`src/rtl/core/ast_pkg.sv`:
```
// Shared types, constants and the factory response table for the accel self-test evaluator.
package ast_pkg;

  // Field and state widths
  localparam int ACC_W  = 16;
  localparam int SUM_W  = 32;
  localparam int CNT_W  = 12;
  localparam int TRIM_W = 8;
  localparam int CODE_W = 5;
  localparam int FT_W   = 12;
  localparam int TOL_W  = 15;
  localparam int CHG_W  = 16;
  localparam int AVG_W  = 17;
  localparam int DIFF_W = 18;
  localparam int DIV_W  = 32;
  localparam int Q_FRAC = 12;

  localparam int MAX_SAMPLES_DEF = 2048;
  localparam logic [TOL_W-1:0] TOL_RESET = 15'd573;

  // Request function codes
  localparam logic [1:0] FUNC_TEST = 2'd0;
  localparam logic [1:0] FUNC_NORM = 2'd1;
  localparam logic [1:0] FUNC_EVAL = 2'd2;

  // Top to lane control
  typedef struct packed {
    logic acc_test;
    logic acc_norm;
    logic start;
    logic take;
  } lane_ctrl_t;

  // Lane to merge status
  typedef struct packed {
    logic                    done;
    logic                    pass;
    logic signed [CHG_W-1:0] change;
  } lane_status_t;

  // Factory self-test response in LSB per trim code; code 0 has no trim
  function automatic logic [FT_W-1:0] ft_lookup(input logic [CODE_W-1:0] code);
    case (code)
      5'd1:    return 12'd1393;
      5'd2:    return 12'd1440;
      5'd3:    return 12'd1488;
      5'd4:    return 12'd1538;
      5'd5:    return 12'd1590;
      5'd6:    return 12'd1644;
      5'd7:    return 12'd1699;
      5'd8:    return 12'd1757;
      5'd9:    return 12'd1816;
      5'd10:   return 12'd1877;
      5'd11:   return 12'd1941;
      5'd12:   return 12'd2006;
      5'd13:   return 12'd2074;
      5'd14:   return 12'd2144;
      5'd15:   return 12'd2216;
      5'd16:   return 12'd2291;
      5'd17:   return 12'd2368;
      5'd18:   return 12'd2448;
      5'd19:   return 12'd2531;
      5'd20:   return 12'd2616;
      5'd21:   return 12'd2704;
      5'd22:   return 12'd2795;
      5'd23:   return 12'd2890;
      5'd24:   return 12'd2987;
      5'd25:   return 12'd3088;
      5'd26:   return 12'd3192;
      5'd27:   return 12'd3300;
      5'd28:   return 12'd3411;
      5'd29:   return 12'd3526;
      5'd30:   return 12'd3645;
      5'd31:   return 12'd3768;
      default: return 12'd0;
    endcase
  endfunction

endpackage

```
`src/rtl/core/ast_sample_if.sv`:
```
// Sample and evaluate request channel.
interface ast_sample_if;
  logic                              valid;
  logic                              ready;
  logic [1:0]                        func;
  logic signed [ast_pkg::ACC_W-1:0]  accel_x;
  logic signed [ast_pkg::ACC_W-1:0]  accel_y;
  logic signed [ast_pkg::ACC_W-1:0]  accel_z;
  logic [ast_pkg::TRIM_W-1:0]        trim_byte_x;
  logic [ast_pkg::TRIM_W-1:0]        trim_byte_y;
  logic [ast_pkg::TRIM_W-1:0]        trim_byte_z;
  logic [ast_pkg::TRIM_W-1:0]        trim_byte_shared;

  modport source (output valid, func, accel_x, accel_y, accel_z,
                  trim_byte_x, trim_byte_y, trim_byte_z, trim_byte_shared,
                  input ready);
  modport sink (input valid, func, accel_x, accel_y, accel_z,
                trim_byte_x, trim_byte_y, trim_byte_z, trim_byte_shared,
                output ready);
endinterface

```
`src/rtl/core/ast_result_if.sv`:
```
// Self-test result channel.
interface ast_result_if;
  logic                             valid;
  logic                             ready;
  logic                             pass_x;
  logic                             pass_y;
  logic                             pass_z;
  logic signed [ast_pkg::CHG_W-1:0] change_x;
  logic signed [ast_pkg::CHG_W-1:0] change_y;
  logic signed [ast_pkg::CHG_W-1:0] change_z;

  modport source (output valid, pass_x, pass_y, pass_z, change_x, change_y, change_z,
                  input ready);
  modport sink (input valid, pass_x, pass_y, pass_z, change_x, change_y, change_z,
                output ready);
endinterface

```
`src/rtl/core/accel_self_test_evaluator_core.sv`:
```
// Accel self-test evaluator top level: phase counters, tolerance register, three lanes, merge.
//
// Sample requests (func 0 self-test on, func 1 normal, func 3 ignored) are taken
// one per cycle and add into per-axis phase sums until a phase holds MAX_SAMPLES
// samples. An evaluate request (func 2) runs three axis lanes in parallel; each
// lane uses its own one-bit-per-cycle divider for the test average, the normal
// average and the Q12 relative change in turn, and requests are held off until
// the result has been loaded into the output register. Sums and counts clear
// when the result is loaded. The Q12 tolerance is written through cfg_we/cfg_wdata
// and resets to 573 (about 14 percent).
module accel_self_test_evaluator_core #(
  parameter int MAX_SAMPLES = ast_pkg::MAX_SAMPLES_DEF
) (
  input  logic                        clk,
  input  logic                        rst,
  ast_sample_if.sink                  sample,
  ast_result_if.source                result,
  input  logic                        cfg_we,
  input  logic [ast_pkg::TOL_W-1:0]   cfg_wdata
);
  import ast_pkg::*;

  logic                    busy;
  logic [TOL_W-1:0]        tolerance;
  logic [CNT_W-1:0]        test_count;
  logic [CNT_W-1:0]        normal_count;
  logic                    accept;
  logic                    test_room;
  logic                    norm_room;
  logic                    take;
  lane_ctrl_t              ctrl;
  lane_status_t [2:0]      st;
  logic signed [ACC_W-1:0] accel [3];
  logic [CODE_W-1:0]       code [3];

  assign sample.ready = !busy;
  assign accept       = sample.valid && sample.ready;
  assign test_room    = (test_count < CNT_W'(MAX_SAMPLES));
  assign norm_room    = (normal_count < CNT_W'(MAX_SAMPLES));

  // Lane control
  always_comb begin
    ctrl.acc_test = accept && (sample.func == FUNC_TEST) && test_room;
    ctrl.acc_norm = accept && (sample.func == FUNC_NORM) && norm_room;
    ctrl.start    = accept && (sample.func == FUNC_EVAL);
    ctrl.take     = take;
  end

  // Per-axis samples and trim codes
  always_comb begin
    accel[0] = sample.accel_x;
    accel[1] = sample.accel_y;
    accel[2] = sample.accel_z;
    code[0]  = {sample.trim_byte_x[7:5], sample.trim_byte_shared[5:4]};
    code[1]  = {sample.trim_byte_y[7:5], sample.trim_byte_shared[3:2]};
    code[2]  = {sample.trim_byte_z[7:5], sample.trim_byte_shared[1:0]};
  end

  // Busy flag, phase counters and tolerance register
  always_ff @(posedge clk) begin
    if (rst) begin
      busy         <= 1'b0;
      tolerance    <= TOL_RESET;
      test_count   <= '0;
      normal_count <= '0;
    end else begin
      if (cfg_we) begin
        tolerance <= cfg_wdata;
      end
      if (ctrl.acc_test) begin
        test_count <= test_count + 1'b1;
      end
      if (ctrl.acc_norm) begin
        normal_count <= normal_count + 1'b1;
      end
      if (ctrl.start) begin
        busy <= 1'b1;
      end else if (take) begin
        busy         <= 1'b0;
        test_count   <= '0;
        normal_count <= '0;
      end
    end
  end

  // Axis lanes
  for (genvar i = 0; i < 3; i++) begin : g_lane
    ast_lane u_lane (
      .clk          (clk),
      .rst          (rst),
      .ctrl         (ctrl),
      .accel        (accel[i]),
      .code         (code[i]),
      .test_count   (test_count),
      .normal_count (normal_count),
      .tolerance    (tolerance),
      .status       (st[i])
    );
  end

  ast_merge u_merge (
    .clk    (clk),
    .rst    (rst),
    .st     (st),
    .take   (take),
    .result (result)
  );

  // Lanes run in lock step
  a_lanes_aligned: assert property (@(posedge clk) disable iff (rst)
    (st[0].done == st[1].done) && (st[0].done == st[2].done))
    else $error("axis lanes out of step");

  // A result is only loaded for an evaluate in progress
  a_take_busy: assert property (@(posedge clk) disable iff (rst) take |-> busy)
    else $error("result loaded while not evaluating");

  // Counts clear once the result is loaded
  a_clear: assert property (@(posedge clk) disable iff (rst)
    take |=> (test_count == '0) && (normal_count == '0))
    else $error("phase counts not cleared");

  // Counts never pass the sample limit
  a_limit: assert property (@(posedge clk) disable iff (rst)
    (test_count <= CNT_W'(MAX_SAMPLES)) && (normal_count <= CNT_W'(MAX_SAMPLES)))
    else $error("phase count beyond sample limit");

endmodule

```
`src/rtl/core/ast_div.sv`:
```
// Restoring divider, one quotient bit per cycle, unsigned magnitudes.
module ast_div (
  input  logic                        clk,
  input  logic                        rst,
  input  logic                        start,
  input  logic [ast_pkg::DIV_W-1:0]   dividend,
  input  logic [ast_pkg::CNT_W-1:0]   divisor,
  output logic                        done,
  output logic [ast_pkg::DIV_W-1:0]   quotient
);
  import ast_pkg::*;

  localparam int STEP_W = $clog2(DIV_W);

  logic              busy;
  logic [STEP_W-1:0] step;
  logic [DIV_W-1:0]  dvd;
  logic [CNT_W-1:0]  dsr;
  logic [CNT_W-1:0]  rem;
  logic [CNT_W:0]    trial;
  logic [CNT_W:0]    diff;
  logic              qbit;
  logic [CNT_W-1:0]  rem_next;

  // Trial subtract of the shifted remainder
  always_comb begin
    trial    = {rem, dvd[DIV_W-1]};
    diff     = trial - {1'b0, dsr};
    qbit     = (trial >= {1'b0, dsr});
    rem_next = qbit ? diff[CNT_W-1:0] : trial[CNT_W-1:0];
  end

  // Iteration control; quotient bits shift in behind the dividend
  always_ff @(posedge clk) begin
    if (rst) begin
      busy <= 1'b0;
      done <= 1'b0;
      step <= '0;
    end else begin
      done <= 1'b0;
      if (start) begin
        busy <= 1'b1;
        step <= '0;
        rem  <= '0;
        dvd  <= dividend;
        dsr  <= divisor;
      end else if (busy) begin
        rem  <= rem_next;
        dvd  <= {dvd[DIV_W-2:0], qbit};
        step <= step + 1'b1;
        if (step == STEP_W'(DIV_W - 1)) begin
          busy <= 1'b0;
          done <= 1'b1;
        end
      end
    end
  end

  assign quotient = dvd;

endmodule

```
`src/rtl/core/ast_lane.sv`:
```
// One axis lane: phase sums, and the average and relative change sequence on a shared divider.
module ast_lane (
  input  logic                             clk,
  input  logic                             rst,
  input  ast_pkg::lane_ctrl_t              ctrl,
  input  logic signed [ast_pkg::ACC_W-1:0] accel,
  input  logic [ast_pkg::CODE_W-1:0]       code,
  input  logic [ast_pkg::CNT_W-1:0]        test_count,
  input  logic [ast_pkg::CNT_W-1:0]        normal_count,
  input  logic [ast_pkg::TOL_W-1:0]        tolerance,
  output ast_pkg::lane_status_t            status
);
  import ast_pkg::*;

  localparam logic [2:0] L_IDLE = 3'd0;
  localparam logic [2:0] L_TEST = 3'd1;
  localparam logic [2:0] L_NORM = 3'd2;
  localparam logic [2:0] L_CHG  = 3'd3;
  localparam logic [2:0] L_HOLD = 3'd4;

  localparam logic [DIV_W-1:0] POS_MAX = DIV_W'((1 << (CHG_W - 1)) - 1);
  localparam logic [DIV_W-1:0] NEG_MAG = DIV_W'(1 << (CHG_W - 1));

  logic [2:0]              state;
  logic [SUM_W-1:0]        test_sum;
  logic [SUM_W-1:0]        normal_sum;
  logic [CODE_W-1:0]       code_q;
  logic signed [AVG_W-1:0] avg_t;
  logic                    div_neg;
  logic                    pass_q;
  logic signed [CHG_W-1:0] change_q;

  logic                    div_start;
  logic [DIV_W-1:0]        div_dividend;
  logic [CNT_W-1:0]        div_divisor;
  logic                    div_sign;
  logic                    div_done;
  logic [DIV_W-1:0]        quot;

  logic [DIV_W-1:0]        q_signed;
  logic signed [AVG_W-1:0] avg_t_calc;
  logic signed [AVG_W-1:0] avg_n_calc;
  logic signed [DIFF_W-1:0] diff;
  logic signed [DIFF_W-1:0] dev;
  logic [DIFF_W-1:0]       dev_mag;
  logic [FT_W-1:0]         ft;
  logic signed [CHG_W-1:0] change_calc;
  logic [CHG_W:0]          change_mag;
  logic                    pass_calc;

  function automatic logic [SUM_W-1:0] mag32(input logic [SUM_W-1:0] v);
    return v[SUM_W-1] ? (~v + 1'b1) : v;
  endfunction

  ast_div u_div (
    .clk      (clk),
    .rst      (rst),
    .start    (div_start),
    .dividend (div_dividend),
    .divisor  (div_divisor),
    .done     (div_done),
    .quotient (quot)
  );

  // Averages, deviation from the factory response, and saturation
  always_comb begin
    q_signed   = div_neg ? (~quot + 1'b1) : quot;
    avg_t_calc = (test_count == '0) ? '0 : $signed(q_signed[AVG_W-1:0]);
    avg_n_calc = (normal_count == '0) ? '0 : $signed(q_signed[AVG_W-1:0]);
    diff       = $signed({avg_t[AVG_W-1], avg_t}) - $signed({avg_n_calc[AVG_W-1], avg_n_calc});
    ft         = ft_lookup(code_q);
    dev        = diff - $signed({{(DIFF_W - FT_W){1'b0}}, ft});
    dev_mag    = dev[DIFF_W-1] ? DIFF_W'(-dev) : DIFF_W'(dev);
    if (!div_neg) begin
      if (quot > POS_MAX) begin
        change_calc = CHG_W'(POS_MAX);
        change_mag  = (CHG_W + 1)'(POS_MAX);
      end else begin
        change_calc = $signed(quot[CHG_W-1:0]);
        change_mag  = quot[CHG_W:0];
      end
    end else begin
      if (quot >= NEG_MAG) begin
        change_calc = $signed(CHG_W'(NEG_MAG));
        change_mag  = (CHG_W + 1)'(NEG_MAG);
      end else begin
        change_calc = $signed(~quot[CHG_W-1:0] + 1'b1);
        change_mag  = quot[CHG_W:0];
      end
    end
    pass_calc = (change_mag <= {2'b00, tolerance});
    if (code_q == '0) begin
      change_calc = $signed(CHG_W'(NEG_MAG));
      pass_calc   = 1'b0;
    end
  end

  // Divider operand select per step
  always_comb begin
    div_start    = 1'b0;
    div_dividend = '0;
    div_divisor  = '0;
    div_sign     = 1'b0;
    unique case (state)
      L_IDLE: begin
        if (ctrl.start) begin
          div_start    = 1'b1;
          div_dividend = mag32(test_sum);
          div_divisor  = test_count;
          div_sign     = test_sum[SUM_W-1];
        end
      end
      L_TEST: begin
        if (div_done) begin
          div_start    = 1'b1;
          div_dividend = mag32(normal_sum);
          div_divisor  = normal_count;
          div_sign     = normal_sum[SUM_W-1];
        end
      end
      L_NORM: begin
        if (div_done) begin
          div_start    = 1'b1;
          div_dividend = DIV_W'({dev_mag, {Q_FRAC{1'b0}}});
          div_divisor  = CNT_W'(ft);
          div_sign     = dev[DIFF_W-1];
        end
      end
      default: ;
    endcase
  end

  // Sequencer and phase sums
  always_ff @(posedge clk) begin
    if (rst) begin
      state      <= L_IDLE;
      test_sum   <= '0;
      normal_sum <= '0;
    end else begin
      if (div_start) begin
        div_neg <= div_sign;
      end
      unique case (state)
        L_IDLE: begin
          if (ctrl.acc_test) begin
            test_sum <= test_sum + SUM_W'(accel);
          end
          if (ctrl.acc_norm) begin
            normal_sum <= normal_sum + SUM_W'(accel);
          end
          if (ctrl.start) begin
            code_q <= code;
            state  <= L_TEST;
          end
        end
        L_TEST: begin
          if (div_done) begin
            avg_t <= avg_t_calc;
            state <= L_NORM;
          end
        end
        L_NORM: begin
          if (div_done) begin
            state <= L_CHG;
          end
        end
        L_CHG: begin
          if (div_done) begin
            pass_q   <= pass_calc;
            change_q <= change_calc;
            state    <= L_HOLD;
          end
        end
        L_HOLD: begin
          if (ctrl.take) begin
            test_sum   <= '0;
            normal_sum <= '0;
            state      <= L_IDLE;
          end
        end
        default: state <= L_IDLE;
      endcase
    end
  end

  assign status.done   = (state == L_HOLD);
  assign status.pass   = pass_q;
  assign status.change = change_q;

endmodule

```
`src/rtl/core/ast_merge.sv`:
```
// Merge stage: joins the three lane results into the output register.
module ast_merge (
  input  logic                                clk,
  input  logic                                rst,
  input  ast_pkg::lane_status_t [2:0]         st,
  output logic                                take,
  ast_result_if.source                        result
);
  import ast_pkg::*;

  logic all_done;

  // Load when every lane is finished and the output slot is free
  assign all_done = st[0].done & st[1].done & st[2].done;
  assign take     = all_done && (!result.valid || result.ready);

  always_ff @(posedge clk) begin
    if (rst) begin
      result.valid <= 1'b0;
    end else begin
      if (take) begin
        result.valid <= 1'b1;
      end else if (result.ready) begin
        result.valid <= 1'b0;
      end
    end
  end

  // Result payload
  always_ff @(posedge clk) begin
    if (take) begin
      result.pass_x   <= st[0].pass;
      result.pass_y   <= st[1].pass;
      result.pass_z   <= st[2].pass;
      result.change_x <= st[0].change;
      result.change_y <= st[1].change;
      result.change_z <= st[2].change;
    end
  end

endmodule

```
`src/flat_wrapper.sv`:
```
// flat-port wrapper written by rule: the top's interface ports become plain ports
module accel_self_test_evaluator_core_flat import ast_pkg::*;
#(
  parameter int MAX_SAMPLES = ast_pkg::MAX_SAMPLES_DEF
)
  (clk, rst, cfg_we, cfg_wdata, sample_valid, sample_func, sample_accel_x, sample_accel_y, sample_accel_z, sample_trim_byte_x, sample_trim_byte_y, sample_trim_byte_z, sample_trim_byte_shared, sample_ready, result_valid, result_pass_x, result_pass_y, result_pass_z, result_change_x, result_change_y, result_change_z, result_ready);
  ast_sample_if sample_i ();
  ast_result_if result_i ();
  input  logic clk;
  input  logic rst;
  input  logic cfg_we;
  input  logic [ast_pkg::TOL_W-1:0] cfg_wdata;
  input wire logic [$bits(sample_i.valid)-1:0] sample_valid;
  input wire logic [$bits(sample_i.func)-1:0] sample_func;
  input wire logic [$bits(sample_i.accel_x)-1:0] sample_accel_x;
  input wire logic [$bits(sample_i.accel_y)-1:0] sample_accel_y;
  input wire logic [$bits(sample_i.accel_z)-1:0] sample_accel_z;
  input wire logic [$bits(sample_i.trim_byte_x)-1:0] sample_trim_byte_x;
  input wire logic [$bits(sample_i.trim_byte_y)-1:0] sample_trim_byte_y;
  input wire logic [$bits(sample_i.trim_byte_z)-1:0] sample_trim_byte_z;
  input wire logic [$bits(sample_i.trim_byte_shared)-1:0] sample_trim_byte_shared;
  output wire logic [$bits(sample_i.ready)-1:0] sample_ready;
  output wire logic [$bits(result_i.valid)-1:0] result_valid;
  output wire logic [$bits(result_i.pass_x)-1:0] result_pass_x;
  output wire logic [$bits(result_i.pass_y)-1:0] result_pass_y;
  output wire logic [$bits(result_i.pass_z)-1:0] result_pass_z;
  output wire logic [$bits(result_i.change_x)-1:0] result_change_x;
  output wire logic [$bits(result_i.change_y)-1:0] result_change_y;
  output wire logic [$bits(result_i.change_z)-1:0] result_change_z;
  input wire logic [$bits(result_i.ready)-1:0] result_ready;
  assign sample_i.valid = sample_valid;
  assign sample_i.func = sample_func;
  assign sample_i.accel_x = sample_accel_x;
  assign sample_i.accel_y = sample_accel_y;
  assign sample_i.accel_z = sample_accel_z;
  assign sample_i.trim_byte_x = sample_trim_byte_x;
  assign sample_i.trim_byte_y = sample_trim_byte_y;
  assign sample_i.trim_byte_z = sample_trim_byte_z;
  assign sample_i.trim_byte_shared = sample_trim_byte_shared;
  assign sample_ready = sample_i.ready;
  assign result_valid = result_i.valid;
  assign result_pass_x = result_i.pass_x;
  assign result_pass_y = result_i.pass_y;
  assign result_pass_z = result_i.pass_z;
  assign result_change_x = result_i.change_x;
  assign result_change_y = result_i.change_y;
  assign result_change_z = result_i.change_z;
  assign result_i.ready = result_ready;
  accel_self_test_evaluator_core #(.MAX_SAMPLES(MAX_SAMPLES)) u_core (.clk(clk), .rst(rst), .sample(sample_i), .result(result_i), .cfg_we(cfg_we), .cfg_wdata(cfg_wdata));
endmodule
```
`config.mk`:
```
export PLATFORM = sky130hd
export DESIGN_NAME = accel_self_test_evaluator_core_flat
export DESIGN_NICKNAME = d
export VERILOG_FILES = /design/src/rtl/core/ast_pkg.sv /design/src/rtl/core/ast_sample_if.sv /design/src/rtl/core/ast_result_if.sv /design/src/rtl/core/accel_self_test_evaluator_core.sv /design/src/rtl/core/ast_div.sv /design/src/rtl/core/ast_lane.sv /design/src/rtl/core/ast_merge.sv /design/src/flat_wrapper.sv
export SDC_FILE = /design/constraint.sdc
export NUM_CORES = 2
export LEC_CHECK = 0
export ABC_AREA = 1
export BUFFER_PORTS_ARGS = -buffer_cell sky130_fd_sc_hd__buf_2
export CAP_MARGIN = 30
export CORE_MARGIN = 3
export CORE_UTILIZATION = 33
export CTS_CLUSTER_DIAMETER = 40
export DETAILED_ROUTE_END_ITERATION = 8
export PLACE_DENSITY = 0.46
export SYNTH_ARGS = -nofsm -noshare
export SYNTH_HDL_FRONTEND = slang
export SYNTH_SLANG_ARGS = --single-unit
```
`constraint.sdc`:
```
create_clock -name clk -period 7.4 [get_ports clk]
set_input_delay 1.11 -clock clk [delete_from_list [all_inputs] [get_ports clk]]
set_output_delay 1.11 -clock clk [all_outputs]
set_load 0.005 [all_outputs]
```
==> impl_results.md <==
- Outcome: complete, no violations
- Post-Route Setup TNS: 0 ps
- Level count of the clock H-tree: 4
- Multiplexer share of the synthesized area: 0
- Sequential cell area fraction in the yosys report: 0.307
- Static leakage: 27.4 nW
- Most frequently used flop master after synthesis: sky130_fd_sc_hd__edfxtp_1
- First-iteration detailed-routing DRC count: a little under 4000
- Tightest Pin Transition: 1030 ps
- Portion of synthesized cell area occupied by the leading cell type: 0.193
- Overall die area: 165000 sq um
- Final Hold Viols: 0
- Maximum net fanout on the critical path: 21
- TritonCTS Buffers: 153
- Synthesis-stage register bit count: 638
- Number of enable-type register cells in the synthesized netlist: 339
- Number of input and output port buffers inserted: 137
- Initial cell density of the core: 0.332
- Fraction of final layout cells sized beyond drive strength 1: 0.0802
- Peak VDD IR: 240 uV
- Vias per std cell: 5.19
- Post-Synth XOR/XNOR Area: 0.0243
- Power consumption: approximately 15 mW
- Combined area of the multi-input logic cells: 31700 sq um
- Async SR Flop Fraction: 0
- Fraction of the mapped netlist area in simple logic gates: 0.282
- Required arrival time at the worst endpoint: 7920 ps
- Summed instance area of the synthesized netlist: 52700 sq um
- Unique masters post-synth: 77
- Share of the synthesized area in compound gates (AO/OA/AOI/OAI): 0.185
- Die Y: 406 um
- Power density normalized to cell area: 239 nW/um^2
- Master cell of the clock root buffer: sky130_fd_sc_hd__clkbuf_16
- Number of max-slew violations in the final report: 0
- Worst relative slew slack: 0.305
- Post-CTS setup buffer count: 0
- Fin crit period: 5460 ps
- Core area: approximately 160000 sq um
- Kind of capture point of the worst setup path: flip-flop
- Worst hold-check path type: flip-flop to flip-flop
- All-Layer GR Usage: 0.227
- Vias post-DR: 52043
- Global-route congestion overflow total: 0
- Latest clock arrival within the worst-skew pair: approximately 810 ps
- Count of endpoints failing setup in the final report: 0
- RD Place Congestion: roughly 0.91
- Main combinational cell family by area after synthesis: simple AND/OR/NAND/NOR gates
- Critical Path Start Type: flip-flop
- Worst hold-check slack: 404 ps
- Mapped Cells: 7661
- Clk buf depth: 3
- Worst setup skew after layout: ~37 ps
- Number of nets with antenna violations after routing: 0
- Clk slew on worst S/H paths: 50 ps
- Post-synthesis adder-cell area fraction: 0.109
- Number of standard-cell rows in the floorplan: between 100 and 150
- Nets: 8357
- Overall die width: just over 400 um
- P&R area growth vs syn: 16.5%
- Fillers: approximately 17000
- Post-cts repair resize count: 0
- Post-synth net total: 8196
- Mean area per synthesized cell: 6.88 sq um
- Cts-stage hold buffer count: 0
- Yosys warning count: 0
- Slack of the worst reg-to-reg path: about 2000 ps
- Iteration count of the initial detailed-routing pass: 6
- HPWL Detailed: roughly 150000 um
- Number of max-capacitance violations reported: 0
- Most area-hungry cell type in the Yosys netlist: sky130_fd_sc_hd__edfxtp_1
- Wire length of the first global-routing pass: 290000 um
- Top-level port count: 155
- Setup repair after global routing missed its margin: no
- Routed len/inst: 19.0 um
- # DRC: 0
- Critical path type: flip-flop to flip-flop
- Biggest area contributors in the synthesized netlist: sky130_fd_sc_hd__edfxtp_1 (19%), sky130_fd_sc_hd__nand2_1 (12%), sky130_fd_sc_hd__dfxtp_1 (11%)
- Pin count of the biggest net entering global routing: 64
- Detailed-route wire length: about 190000 um
- Number of clock sinks seen by CTS: 638
- Arrival time reported for the critical path endpoint: ~6000 ps
- Initial antenna violation count: 9
- Max frequency: 183 MHz
- Register Area: 16200 sq um
- TritonCTS clock tree: done
- Final worst-path cycle share: 0.737
- Vias in the first global route: 48537
-- worst max-delay path: stages, from the launching register on --
cell,delay (ps)
sky130_fd_sc_hd__edfxtp_1,500
sky130_fd_sc_hd__inv_1,170
sky130_fd_sc_hd__ha_1,210
sky130_fd_sc_hd__nand2_1,90
sky130_fd_sc_hd__nor2_1,170
sky130_fd_sc_hd__nand4_1,250
sky130_fd_sc_hd__nor2_1,290
sky130_fd_sc_hd__xor2_1,170
sky130_fd_sc_hd__nor2_1,70
sky130_fd_sc_hd__a21oi_1,320
sky130_fd_sc_hd__nand2_1,110
sky130_fd_sc_hd__fa_1,450
sky130_fd_sc_hd__ha_1,380
sky130_fd_sc_hd__nand2_1,140
sky130_fd_sc_hd__inv_1,50
sky130_fd_sc_hd__a21oi_1,260
sky130_fd_sc_hd__nand3_1,160
sky130_fd_sc_hd__nand2_1,110
sky130_fd_sc_hd__nand3b_1,80
sky130_fd_sc_hd__nand2_1,520
sky130_fd_sc_hd__o21ai_0,240
sky130_fd_sc_hd__or2_1,260
sky130_fd_sc_hd__nand3_1,100
sky130_fd_sc_hd__nand4_1,90
-- cells in the final DEF (no fill, tap or decap), drive strengths merged, types with 39 or more instances in the layout --
master and instances:
clkinv 52, dfxtp 299, a21oi 783, a21o 48, clkbuf 190, inv 1094, nor3 116, nand4 121
nor2 763, ha 388, o211ai 39, edfxtp 339, buf 195, nand3 509, nor4 44, nand2 1723
or2 86, xor2 113, o221ai 74, o21ai 585, fa 45, nand3b 55
-- path summary, 6_finish.rpt --
check | to | cells after the start | from
setup / recovery | u_core.g_lane[2].u_lane.u_div.quotient[20]$_DFFE_PP_ | 23 | u_core.g_lane[2].u_lane.u_div.quotient[0]$_DFFE_PP_
hold / removal | u_core.u_merge.result.change_y[2]$_DFFE_PP_ | 0 | u_core.g_lane[1].u_lane.change_q[2]$_SDFFCE_PN0P_
setup reg to reg | u_core.g_lane[2].u_lane.u_div.quotient[20]$_DFFE_PP_ | 23 | u_core.g_lane[2].u_lane.u_div.quotient[0]$_DFFE_PP_
hold reg to reg | u_core.u_merge.result.change_y[2]$_DFFE_PP_ | 0 | u_core.g_lane[1].u_lane.change_q[2]$_SDFFCE_PN0P_
-- synthesized netlist by cell type (16+ instances only) --
master and n:
sky130_fd_sc_hd__xnor2_1 33, sky130_fd_sc_hd__o21bai_1 33, sky130_fd_sc_hd__or2_2 73, sky130_fd_sc_hd__clkbuf_1 124, sky130_fd_sc_hd__o21ai_1 18, sky130_fd_sc_hd__fa_1 45
sky130_fd_sc_hd__nand2_1 1716, sky130_fd_sc_hd__a31oi_1 30, sky130_fd_sc_hd__o21ai_0 553, sky130_fd_sc_hd__o21a_1 20, sky130_fd_sc_hd__edfxtp_1 339, sky130_fd_sc_hd__a22oi_1 16
sky130_fd_sc_hd__xor2_1 113, sky130_fd_sc_hd__nand3_1 508, sky130_fd_sc_hd__buf_2 41, sky130_fd_sc_hd__ha_1 388, sky130_fd_sc_hd__dfxtp_1 299, sky130_fd_sc_hd__nand4_1 120
sky130_fd_sc_hd__nor2_1 747, sky130_fd_sc_hd__o221ai_1 74, sky130_fd_sc_hd__a21boi_0 16, sky130_fd_sc_hd__nor3_1 103, sky130_fd_sc_hd__inv_2 25, sky130_fd_sc_hd__inv_1 1047
sky130_fd_sc_hd__nand3b_1 55, sky130_fd_sc_hd__o211ai_1 37, sky130_fd_sc_hd__a21oi_1 782, sky130_fd_sc_hd__buf_1 19, sky130_fd_sc_hd__nor4_1 40, sky130_fd_sc_hd__a21o_1 48
-- cells by family after synthesis --
logic type / Yosys count
AND/OR/NAND/NOR: 3445
AO/OA/AOI/OAI: 1725
buffers and inverters: 1274
flip-flops: 638
adder cells (fa/ha/maj): 433
XOR/XNOR: 146
-- registers in the layout, summed over array words and instances (netlist names), 16 cells and up --
signal / flops
u_core.u_merge.result.change_y: 16
u_core.g_lane.u_lane.avg_t: 51
u_core.u_merge.result.change_x: 16
u_core.g_lane.u_lane.u_div.quotient: 96
u_core.g_lane.u_lane.change_q: 48
u_core.g_lane.u_lane.u_div.dsr: 36
u_core.u_merge.result.change_z: 16
u_core.g_lane.u_lane.ft: 36
u_core.g_lane.u_lane.normal_sum: 96
u_core.g_lane.u_lane.test_sum: 96
u_core.g_lane.u_lane.u_div.rem: 36
-- layout make-up --
cell class | count | share of cell area
Timing Repair Buffer | 196 | 0.0203
Antenna cell | 5 | 0.000204
Clock buffer | 189 | 0.0692
Inverter | 1084 | 0.0663
Multi-Input combinational cell | 5749 | 0.517
Tap cell | 2072 | 0.0422
Clock inverter | 96 | 0.0215
Sequential cell | 638 | 0.263
-- power by group --
part	total (mW)	switching, mW	internal (mW)
registers	4.13	0.213	3.92
logic	3.30	2.25	1.05
clock network	7.22	2.42	4.80
total	14.7	4.89	9.77
-- metrics by stage --
stage | area [sq um] | cells | worst slack, ps | util
2_1_floorplan | 52700 | 7661 | 1610 | -
3_3_place_gp | 55700 | 9733 | 2030 | 0.351
3_5_place_dp | 55800 | 9738 | 2000 | 0.352
4_1_cts | 61400 | 10023 | 1970 | 0.387
5_1_grt | 61400 | 10024 | 1430 | 0.387
6_report | 61400 | 10029 | 1940 | 0.387
-- per-layer routing --
layer	vias to the layer above	global-route usage	part of all wire
li1	26292	-	-
met1	24249	0.316	0.47
met2	1270	0.366	0.45
met3	230	0.0331	0.051
met4	2	0.0608	0.023
met5	-	0	0.00010
Power figures use the tool's default switching activity.
